## config.mk

```make
export PLATFORM = sky130hd
export DESIGN_NAME = flight_phase_detector
export DESIGN_NICKNAME = d
export VERILOG_FILES = /design/src/hw/rtl/fpd_pkg.sv /design/src/hw/rtl/flight_phase_detector.sv
export SDC_FILE = /design/constraint.sdc
export NUM_CORES = 2
export LEC_CHECK = 0
export BUFFER_PORTS_ARGS = -buffer_cell sky130_fd_sc_hd__buf_2
export CAP_MARGIN = 10
export CELL_PAD_IN_SITES_DETAIL_PLACEMENT = 0
export CELL_PAD_IN_SITES_GLOBAL_PLACEMENT = 2
export CORE_MARGIN = 3
export CORE_UTILIZATION = 36
export DETAILED_ROUTE_END_ITERATION = 12
export PLACE_DENSITY_LB_ADDON = 0.1
export SLEW_MARGIN = 40
export SYNTH_ARGS = -nofsm -noshare
export SYNTH_HDL_FRONTEND = slang
export SYNTH_SLANG_ARGS = --single-unit
```

## constraint.sdc

```tcl
create_clock -name clk -period 16.9 [get_ports clk]
set_input_delay 1.69 -clock clk [delete_from_list [all_inputs] [get_ports clk]]
set_output_delay 1.69 -clock clk [all_outputs]
set_load 0.03 [all_outputs]
```

## src/hw/rtl/fpd_pkg.sv

```systemverilog
// Shared constants for the flight phase detector: phase and event codes,
// configuration register indexes and reset values. No dependencies.
`default_nettype none

package fpd_pkg;

  // Default number of fraction bits in the filter state.
  localparam int FRAC_BITS_DEFAULT = 8;

  // Flight phases.
  localparam logic [1:0] PH_READY   = 2'd0;
  localparam logic [1:0] PH_ASCENT  = 2'd1;
  localparam logic [1:0] PH_DESCENT = 2'd2;
  localparam logic [1:0] PH_LANDED  = 2'd3;

  // Events reported with each result item.
  localparam logic [1:0] EV_NONE    = 2'd0;
  localparam logic [1:0] EV_LAUNCH  = 2'd1;
  localparam logic [1:0] EV_APOGEE  = 2'd2;
  localparam logic [1:0] EV_LANDING = 2'd3;

  // Input item kinds.
  localparam logic KIND_PRIME  = 1'b0;
  localparam logic KIND_SAMPLE = 1'b1;

  // Configuration register indexes.
  localparam int CFG_INDEX_W = 3;
  localparam int CFG_DATA_W  = 17;
  localparam logic [CFG_INDEX_W-1:0] REG_GROUND_PRESSURE  = 3'd0;
  localparam logic [CFG_INDEX_W-1:0] REG_ALPHA_PRESSURE   = 3'd1;
  localparam logic [CFG_INDEX_W-1:0] REG_ALPHA_ACCEL      = 3'd2;
  localparam logic [CFG_INDEX_W-1:0] REG_LAUNCH_ACCEL     = 3'd3;
  localparam logic [CFG_INDEX_W-1:0] REG_APOGEE_RISE      = 3'd4;
  localparam logic [CFG_INDEX_W-1:0] REG_LANDING_MARGIN   = 3'd5;
  localparam logic [CFG_INDEX_W-1:0] REG_LANDING_TOLERANCE = 3'd6;

  // Register reset values.
  localparam logic [16:0] GROUND_PRESSURE_RESET   = 17'd101325;
  localparam logic [8:0]  ALPHA_PRESSURE_RESET    = 9'd64;
  localparam logic [8:0]  ALPHA_ACCEL_RESET       = 9'd77;
  localparam logic [13:0] LAUNCH_ACCEL_RESET      = 14'd2000;
  localparam logic [13:0] APOGEE_RISE_RESET       = 14'd300;
  localparam logic [13:0] LANDING_MARGIN_RESET    = 14'd1000;
  localparam logic [11:0] LANDING_TOLERANCE_RESET = 12'd200;

  // One g in milli-g, and the largest smoothing factor (unity).
  localparam logic [14:0] ONE_G_MG  = 15'd1000;
  localparam logic [8:0]  ALPHA_MAX = 9'd256;

endpackage

`default_nettype wire

```

## src/hw/rtl/flight_phase_detector.sv

```systemverilog
// Flight phase detector top level: filters, minimum tracker and phase logic.
// Depends on fpd_pkg for codes, register indexes and reset values.
`default_nettype none

// Each accepted item is worked in the cycle it is accepted and its result
// appears in the output register on the next cycle; one item can be taken
// every cycle unless the output stalls. The limit is the combinational loop
// through the two smoothing multipliers (about (18+FRAC_BITS) x 10 bits) and
// the phase comparisons that follow them. A new item is taken whenever the
// output register is empty or its result is being taken in the same cycle.
// A prime item (kind 0) seeds both averages and the minimum from the sample
// and returns the phase to ready. Configuration writes take effect at once
// and are meant to happen only while the block is idle.
module flight_phase_detector #(
  parameter int FRAC_BITS = fpd_pkg::FRAC_BITS_DEFAULT
) (
  input  wire logic                             clk,
  input  wire logic                             rst,
  // Configuration write port
  input  wire logic                             cfg_we,
  input  wire logic [fpd_pkg::CFG_INDEX_W-1:0]  cfg_index,
  input  wire logic [fpd_pkg::CFG_DATA_W-1:0]   cfg_data,
  // Input items
  input  wire logic                             in_valid,
  output logic                                  in_ready,
  input  wire logic                             kind,
  input  wire logic [16:0]                      pressure_pa,
  input  wire logic signed [14:0]               accel_z_mg,
  // Result items
  output logic                                  out_valid,
  input  wire logic                             out_ready,
  output logic [1:0]                            flight_phase,
  output logic [1:0]                            phase_event,
  output logic [16:0]                           smoothed_pressure,
  output logic signed [14:0]                    smoothed_accel,
  output logic [16:0]                           lowest_pressure
);
  import fpd_pkg::*;

  localparam int PW = 17 + FRAC_BITS;  // pressure state width, unsigned
  localparam int AW = 15 + FRAC_BITS;  // acceleration state width, signed

  localparam logic signed [AW:0] ONE_G_SCALED = $signed({1'b0, ONE_G_MG, {FRAC_BITS{1'b0}}});

  // Configuration registers
  logic [16:0] ground_pressure;
  logic [8:0]  alpha_pressure_q8;
  logic [8:0]  alpha_accel_q8;
  logic [13:0] launch_accel_mg;
  logic [13:0] apogee_rise_pa;
  logic [13:0] landing_margin_pa;
  logic [11:0] landing_tolerance_mg;

  // Filter and phase state
  logic [1:0]           phase_reg;
  logic [PW-1:0]        pressure_avg;
  logic signed [AW-1:0] accel_avg;
  logic [PW-1:0]        pressure_min;

  logic [1:0]           phase_next;
  logic [1:0]           event_next;
  logic [PW-1:0]        pressure_avg_next;
  logic signed [AW-1:0] accel_avg_next;
  logic [PW-1:0]        pressure_min_next;

  logic accept;

  // Smoothing datapath
  logic [8:0]            alpha_p_sat;
  logic [8:0]            alpha_a_sat;
  logic signed [9:0]     alpha_p;
  logic signed [9:0]     alpha_a;
  logic signed [PW:0]    p_diff;
  logic signed [AW:0]    a_diff;
  logic signed [PW+10:0] p_prod;
  logic signed [AW+10:0] a_prod;
  logic signed [PW+10:0] p_step;
  logic signed [AW+10:0] a_step;
  logic [PW-1:0]         p_ema;
  logic signed [AW-1:0]  a_ema;
  logic [PW-1:0]         p_scaled;
  logic signed [AW-1:0]  a_scaled;

  // Phase comparisons
  logic signed [AW:0] launch_thr;
  logic [PW-1:0]      min_tracked;
  logic [PW:0]        apogee_thr;
  logic signed [17:0] floor_base;
  logic signed [PW:0] floor_thr;
  logic signed [AW:0] accel_dev;
  logic [AW:0]        accel_dev_abs;
  logic [AW:0]        tol_thr;
  logic               launch_hit;
  logic               apogee_hit;
  logic               landing_hit;

  assign in_ready = !out_valid || out_ready;
  assign accept   = in_valid && in_ready;

  always_comb begin
    alpha_p_sat = (alpha_pressure_q8 > ALPHA_MAX) ? ALPHA_MAX : alpha_pressure_q8;
    alpha_a_sat = (alpha_accel_q8 > ALPHA_MAX) ? ALPHA_MAX : alpha_accel_q8;
    alpha_p     = $signed({1'b0, alpha_p_sat});
    alpha_a     = $signed({1'b0, alpha_a_sat});

    p_scaled = {pressure_pa, {FRAC_BITS{1'b0}}};
    a_scaled = $signed({accel_z_mg, {FRAC_BITS{1'b0}}});

    // The filtered value always lies between the old average and the sample,
    // so the low bits of the sum are exact.
    p_diff = $signed({1'b0, p_scaled}) - $signed({1'b0, pressure_avg});
    a_diff = (AW+1)'(a_scaled) - (AW+1)'(accel_avg);
    p_prod = p_diff * alpha_p;
    a_prod = a_diff * alpha_a;
    p_step = p_prod >>> 8;
    a_step = a_prod >>> 8;
    p_ema  = pressure_avg + p_step[PW-1:0];
    a_ema  = accel_avg + a_step[AW-1:0];

    launch_thr  = $signed({2'b00, launch_accel_mg, {FRAC_BITS{1'b0}}});
    launch_hit  = (AW+1)'(a_ema) > launch_thr;

    min_tracked = (p_ema < pressure_min) ? p_ema : pressure_min;
    apogee_thr  = {1'b0, min_tracked} + (PW+1)'({apogee_rise_pa, {FRAC_BITS{1'b0}}});
    apogee_hit  = {1'b0, p_ema} > apogee_thr;

    floor_base    = $signed({1'b0, ground_pressure}) - $signed({4'b0000, landing_margin_pa});
    floor_thr     = $signed({floor_base, {FRAC_BITS{1'b0}}});
    accel_dev     = (AW+1)'(a_ema) - ONE_G_SCALED;
    accel_dev_abs = accel_dev[AW] ? (AW+1)'(-accel_dev) : (AW+1)'(accel_dev);
    tol_thr       = (AW+1)'({landing_tolerance_mg, {FRAC_BITS{1'b0}}});
    landing_hit   = ($signed({1'b0, p_ema}) > floor_thr) && (accel_dev_abs < tol_thr);

    phase_next        = phase_reg;
    event_next        = EV_NONE;
    pressure_avg_next = p_ema;
    accel_avg_next    = a_ema;
    pressure_min_next = pressure_min;

    if (kind == KIND_PRIME) begin
      pressure_avg_next = p_scaled;
      accel_avg_next    = a_scaled;
      pressure_min_next = p_scaled;
      phase_next        = PH_READY;
    end else begin
      case (phase_reg)
        PH_READY: begin
          if (launch_hit) begin
            phase_next        = PH_ASCENT;
            pressure_min_next = p_ema;
            event_next        = EV_LAUNCH;
          end
        end
        PH_ASCENT: begin
          pressure_min_next = min_tracked;
          if (apogee_hit) begin
            phase_next = PH_DESCENT;
            event_next = EV_APOGEE;
          end
        end
        PH_DESCENT: begin
          if (landing_hit) begin
            phase_next = PH_LANDED;
            event_next = EV_LANDING;
          end
        end
        default: begin
          // Landed: the filters run on, phase and minimum hold.
        end
      endcase
    end
  end

  always_ff @(posedge clk) begin
    if (rst) begin
      ground_pressure      <= GROUND_PRESSURE_RESET;
      alpha_pressure_q8    <= ALPHA_PRESSURE_RESET;
      alpha_accel_q8       <= ALPHA_ACCEL_RESET;
      launch_accel_mg      <= LAUNCH_ACCEL_RESET;
      apogee_rise_pa       <= APOGEE_RISE_RESET;
      landing_margin_pa    <= LANDING_MARGIN_RESET;
      landing_tolerance_mg <= LANDING_TOLERANCE_RESET;
    end else if (cfg_we) begin
      case (cfg_index)
        REG_GROUND_PRESSURE:   ground_pressure      <= cfg_data[16:0];
        REG_ALPHA_PRESSURE:    alpha_pressure_q8    <= cfg_data[8:0];
        REG_ALPHA_ACCEL:       alpha_accel_q8       <= cfg_data[8:0];
        REG_LAUNCH_ACCEL:      launch_accel_mg      <= cfg_data[13:0];
        REG_APOGEE_RISE:       apogee_rise_pa       <= cfg_data[13:0];
        REG_LANDING_MARGIN:    landing_margin_pa    <= cfg_data[13:0];
        REG_LANDING_TOLERANCE: landing_tolerance_mg <= cfg_data[11:0];
        default: begin
        end
      endcase
    end
  end

  always_ff @(posedge clk) begin
    if (rst) begin
      phase_reg    <= PH_READY;
      pressure_avg <= {GROUND_PRESSURE_RESET, {FRAC_BITS{1'b0}}};
      accel_avg    <= $signed({ONE_G_MG, {FRAC_BITS{1'b0}}});
      pressure_min <= {GROUND_PRESSURE_RESET, {FRAC_BITS{1'b0}}};
    end else if (accept) begin
      phase_reg    <= phase_next;
      pressure_avg <= pressure_avg_next;
      accel_avg    <= accel_avg_next;
      pressure_min <= pressure_min_next;
    end
  end

  always_ff @(posedge clk) begin
    if (rst) begin
      out_valid <= 1'b0;
    end else if (accept) begin
      out_valid <= 1'b1;
    end else if (out_ready) begin
      out_valid <= 1'b0;
    end
  end

  // Result register; the integer parts are the top bits of the state.
  always_ff @(posedge clk) begin
    if (accept) begin
      flight_phase      <= phase_next;
      phase_event       <= event_next;
      smoothed_pressure <= pressure_avg_next[PW-1:FRAC_BITS];
      smoothed_accel    <= accel_avg_next[AW-1:FRAC_BITS];
      lowest_pressure   <= pressure_min_next[PW-1:FRAC_BITS];
    end
  end

endmodule

`default_nettype wire
```

# After elaboration in Yosys (flattened, before gate mapping)
# Cells that the tools add are included.
# word_totals
reg_bits	218
inputBits	58
output_inout_bits	55
word_cells	80
# classes
n_addsub	8
mul	2
magnitude_cmp	7
n_eq_ne	10
muxes	20
n_reduce_logical	15
# op_table
cell	n
$mux 25	4
$pmux 25 s2	1
$mul 26x10->33	1
$mul 24x10->31	1
$add 25x22->26	1
$gt 25x26->1	1
$gt 26x26->1	1
$sub 25x25->26	1
$add 25x25->25	1
$lt 25x25->1	1
$lt 24x20->1	1
$mux 24	1
$neg 24->24	1
$sub 23x19->24 const B	1
$sub 23x23->24	1
$add 23x23->23	1
$gt 23x23->1	1
$mux 23	1
$gt 9x9->1 const B	2
$mux 9	2
$sub 17x14->18	1
$reduce_and 2->1	7
$mux 2	6
$pmux 2 s3	2
other kinds (15)	21

# Logic depth before layout (Yosys ltp)
# depth
word_depth	12
ltp_mapped	73
ltp_nobuf	71

# Least setup slack after synthesis
# Ideal clock, no wire load.
# synth_path
path_kind	in2reg
startpoint	input port pressure_pa[0]
endpoint	register phase_event[1] (data pin)
setup_ns	0.254
t_arrival_ns	15.585
slack_ns	1.061
cell_stages	69
n_path_buf	2
path_cell_list	ha_1 > or3b_2 > nor4_2 > nor3_1 > o21ai_0 > a21o_1 > a21o_1 > a21oi_1 > xnor2_1 > nand2_1 > fa_1 > inv_1 > fa_1 > fa_1 > fa_1 > inv_1 > fa_1 > inv_1 > [... 33 more ...] > o21bai_1 > a21oi_1 > nor2b_1 > o21a_1 > o41ai_1 > xor2_1 > ha_1 > a21oi_1 > nor2b_1 > o21ai_0 > nand2b_1 > a211oi_1 > o21ai_0 > o2111ai_1 > a31oi_1 > o31ai_1 > nor2_1 > o21a_1
# synth_via
elab_chain_len	9
word_cells_on_any_way	12
classes_between	3 x add/sub; 1 x mul; 3 x order compare; 4 x mux; 1 x reduce/logical
# synth_rtl
element	line_no	rtl
from (decl)	flight_phase_detector.sv:27	input wire logic [16:0] pressure_pa,
$sub 25x25->26 (*)	flight_phase_detector.sv:111	p_diff = $signed({1'b0, p_scaled}) - $signed({1'b0, pressure_avg});
$mul 26x10->33 (*)	flight_phase_detector.sv:113	p_prod = p_diff * alpha_p;
$add 25x25->25 (*)	flight_phase_detector.sv:117	p_ema = pressure_avg + p_step[PW-1:0];
$lt 25x25->1	flight_phase_detector.sv:123	min_tracked = (p_ema < pressure_min) ? p_ema : pressure_min;
$mux 25	flight_phase_detector.sv:123	
$add 25x22->26	flight_phase_detector.sv:124	apogee_thr = {1'b0, min_tracked} + (PW+1)'({apogee_rise_pa, {FRAC_BITS{1'b0}}});
$gt 25x26->1	flight_phase_detector.sv:125	apogee_hit = {1'b0, p_ema} > apogee_thr;
$mux 2	flight_phase_detector.sv:156	if (apogee_hit) begin
$pmux 2 s3 (*)	flight_phase_detector.sv:146	case (phase_reg)
to (signal assigned)	flight_phase_detector.sv:226	phase_event <= event_next;
to (decl)	flight_phase_detector.sv:33	output logic [1:0] phase_event,
# Mark *: on every way between the ends. The rest lies on a longest branch, timed or not.
# A chain may end at the register's enable or synchronous reset.

# Worst setup path in the final report
# Ends and elaborated chain as after synthesis.

==> reports/summary.txt <==
Outcome: complete, no violations
Die height: 299.1 um
Non-Filler Instances: 4,990
Die Wd: 299.1 um
Distinct cells, synth: 98
Yosys reg bits: 218
Crit path kind: primary input to flop
Maxcap violations: 0
Post-DR vias/cell: 5.285
Syn. warnings: 0
Global-route wire length before repair: 163.8 mm
Post-synth EDFFs: 53
Final Cycle Share: 94.61%
Fin Setup TNS: 0 ps
GRT Util Overall: 23.61%
GR Layer Usage met2: 36.37%
Gpl congestion: 0.8999
FMAX: 0.06254 GHz
CTS clk-pin slew, worst paths: 60 ps
IO Pins: 113
Hpwl dp: 86.73 mm
DRT iter0 DRCs: 1,497
Worst hold path class: flop to flop
Critical path data arrival time: 16,360 ps
GRT met3 Usage: 2.832%
Relative slew margins: 43.39%
Cell Area, Synth: 0.03093 mm^2
WL final: 106.5 mm
GRT met1 Usage: 35.61%
DR WL/cell: 21.33 um
Rows: 106
Root Buffer: clkbuf_16
Most used cell along the critical path: a21oi_1
Initial core utilization: 36.67%
Synth Flop Type: dfxtp_1
Grt ovf: 0
Post-synthesis async set-or-reset flop share: 0%
CTS tree: done
Critical Path RT: 17,270 ps
Largest net degree at the start of global routing: 62
Post-Syn Nets: 4,485
Clock buffer depth: 3
Initial antenna violation count: 4
Area grow syn2layout: 10.66%
ANT nets after route: 0
Die area: 0.08947 mm^2
Register area share after synthesis: 15.82%
N_diodes: 0
Post-CTS Hold Buffers: 0
CTS Sinks: 218
Clk_lat worst skew: 620 ps
Residual DRC: 0
Number of global-route vias before repair: 26.81k
Crit end category: flop
# H-tree levels: 1
First-pass iteration count of the detailed router: 5
Min Tclk post-route: 15,990 ps
Placed instance count: 4,936
Layout Nets: 4,577
Core ar.: 0.08435 mm^2
Slowest stage cell, crit path: or3b_2
CP Launch Type: primary input
Final Skew: 71.53 ps
Syn avg cell area: 8.266 um^2
Layout cell share with drive strength beyond 1: 8.791%
GRT Max-Usage Layer: met2
Slew Viols, Final: 0
Fill cell count: 8,655
Final setup viols: 0
Max stage delay on crit path: 550 ps
Final Hold Vio Count: 0
WHS: 453.0 ps
Top Registers: pressure_avg: 25 flops, pressure_min: 25 flops, accel_avg: 23 flops
CP Max Fanout: 11
CTS buffer count: 28
Post-Syn Instances: 3,742
Routed vias: 26.37k
Worst Max-Slew Pin Slew: 849.2 ps
IO Port Bufs: 112
==> per-layer routing <==
layer | share of wire (%) | vias up
met3 | 4.8 | 103
met4 | 2.0 | 0
met5 | 0 | -
met2 | 43 | 615
li1 | - | 12510
met1 | 50 | 13140
==> Yosys cell counts (20+ instances only) <==
master / number / share of area, %
inv_1: 518 / 6.3
nand2_1: 475 / 5.8
nor2_1: 390 / 4.7
fa_1: 348 / 23
ha_1: 337 / 14
a21oi_1: 246 / 4.0
dfxtp_1: 165 / 11
xnor2_1: 132 / 3.7
clkbuf_1: 112 / 1.4
o21ai_0: 101 / 1.6
a21o_1: 81 / 2.0
xor2_1: 79 / 2.2
nand3_1: 70 / 1.1
nor2b_1: 69 / 1.4
edfxtp_1: 53 / 5.1
nor3_1: 50 / 0.81
and2_1: 47 / 0.95
nand2b_1: 37 / 0.75
o211ai_1: 36 / 0.87
o21a_1: 35 / 0.85
a31oi_1: 32 / 0.65
mux2_2: 29 / 1.1
nand4_1: 25 / 0.51
and3_1: 21 / 0.42
o21bai_1: 21 / 0.51
a211oi_1: 20 / 0.49
==> critical path: cells and delay by family <==
kind,cells,cell delay [ps]
AO/OA/AOI/OAI,31,6320
AND/OR/NAND/NOR,13,1900
XOR/XNOR,4,1100
buffers and inverters,5,520
adder cells (fa/ha/maj),12,4840
==> final timing paths <==
kind,startpoint,end,slack (ps),cells past startpoint
worst max-delay path,pressure_pa[0],phase_event[1],910,65
worst min-delay path,alpha_pressure_q8[1],alpha_pressure_q8[1],450,2
worst min register to register,alpha_pressure_q8[1],alpha_pressure_q8[1],450,2
worst max register to register,pressure_avg[0],phase_event[1],1310,66
==> layout by cell type (no fill, tap or decap), drive strengths merged, types with 7 or more instances in the layout <==
master    n
nand3    71
nand2   475
nand4    25
and3     22
nor2b    69
mux2     29
a211oi   22
o211ai   36
mux2i     9
ha      337
a211o    15
inv     522
fa      348
a21o     81
a21oi   247
nor2    391
buf     186
o31ai     7
or2       8
xnor2   132
edfxtp   53
dfxtp   165
a22oi    13
o21ai   105
clkbuf   41
nor4     11
or3      16
or4       8
o21bai   21
nor3b    13
and2     47
nor3     52
a31oi    34
nand2b   37
xor2     79
o21a     35
==> kinds of logic after synthesis <==
| kind of cell | after synthesis | synth area share [%] |
|---|---|---|
| buffers and inverters | 645 | 7.884 |
| XOR/XNOR | 211 | 5.975 |
| multiplexers | 38 | 1.347 |
| AO/OA/AOI/OAI | 678 | 14.13 |
| AND/OR/NAND/NOR | 1267 | 18.69 |
| flip-flops | 218 | 15.82 |
| adder cells (fa/ha/maj) | 685 | 36.16 |
==> layout make-up <==
type | instances | area [um^2] | area share (%)
clock buffer | 41 | 830.8 | 2.427
timing repair buffer | 186 | 1146 | 3.348
multi-input combinational | 2879 | 23810 | 69.55
tap | 1134 | 1419 | 4.145
inverter | 521 | 1961 | 5.728
sequential | 218 | 4895 | 14.30
clock inverter | 11 | 172.7 | 0.5044
==> metrics by stage <==
step | worst slack [ps] | util (%) | area [um^2]
floorplan | 1061 | - | 30930
global placement | 215.7 | 39.11 | 32990
detailed placement | -10.50 | 39.24 | 33100
CTS | 596.1 | 40.43 | 34100
global route | -56.39 | 40.58 | 34230
finish | 911.0 | 40.58 | 34230
==> timing repair <==
action	4_1_cts	5_1_grt
endpoints found under the setup margin	0	5
resized for setup	0	15
buffers inserted	0	2
Power is not shown: default switching activity piles up to over one toggle a cycle in this logic, so the estimate is an artifact.
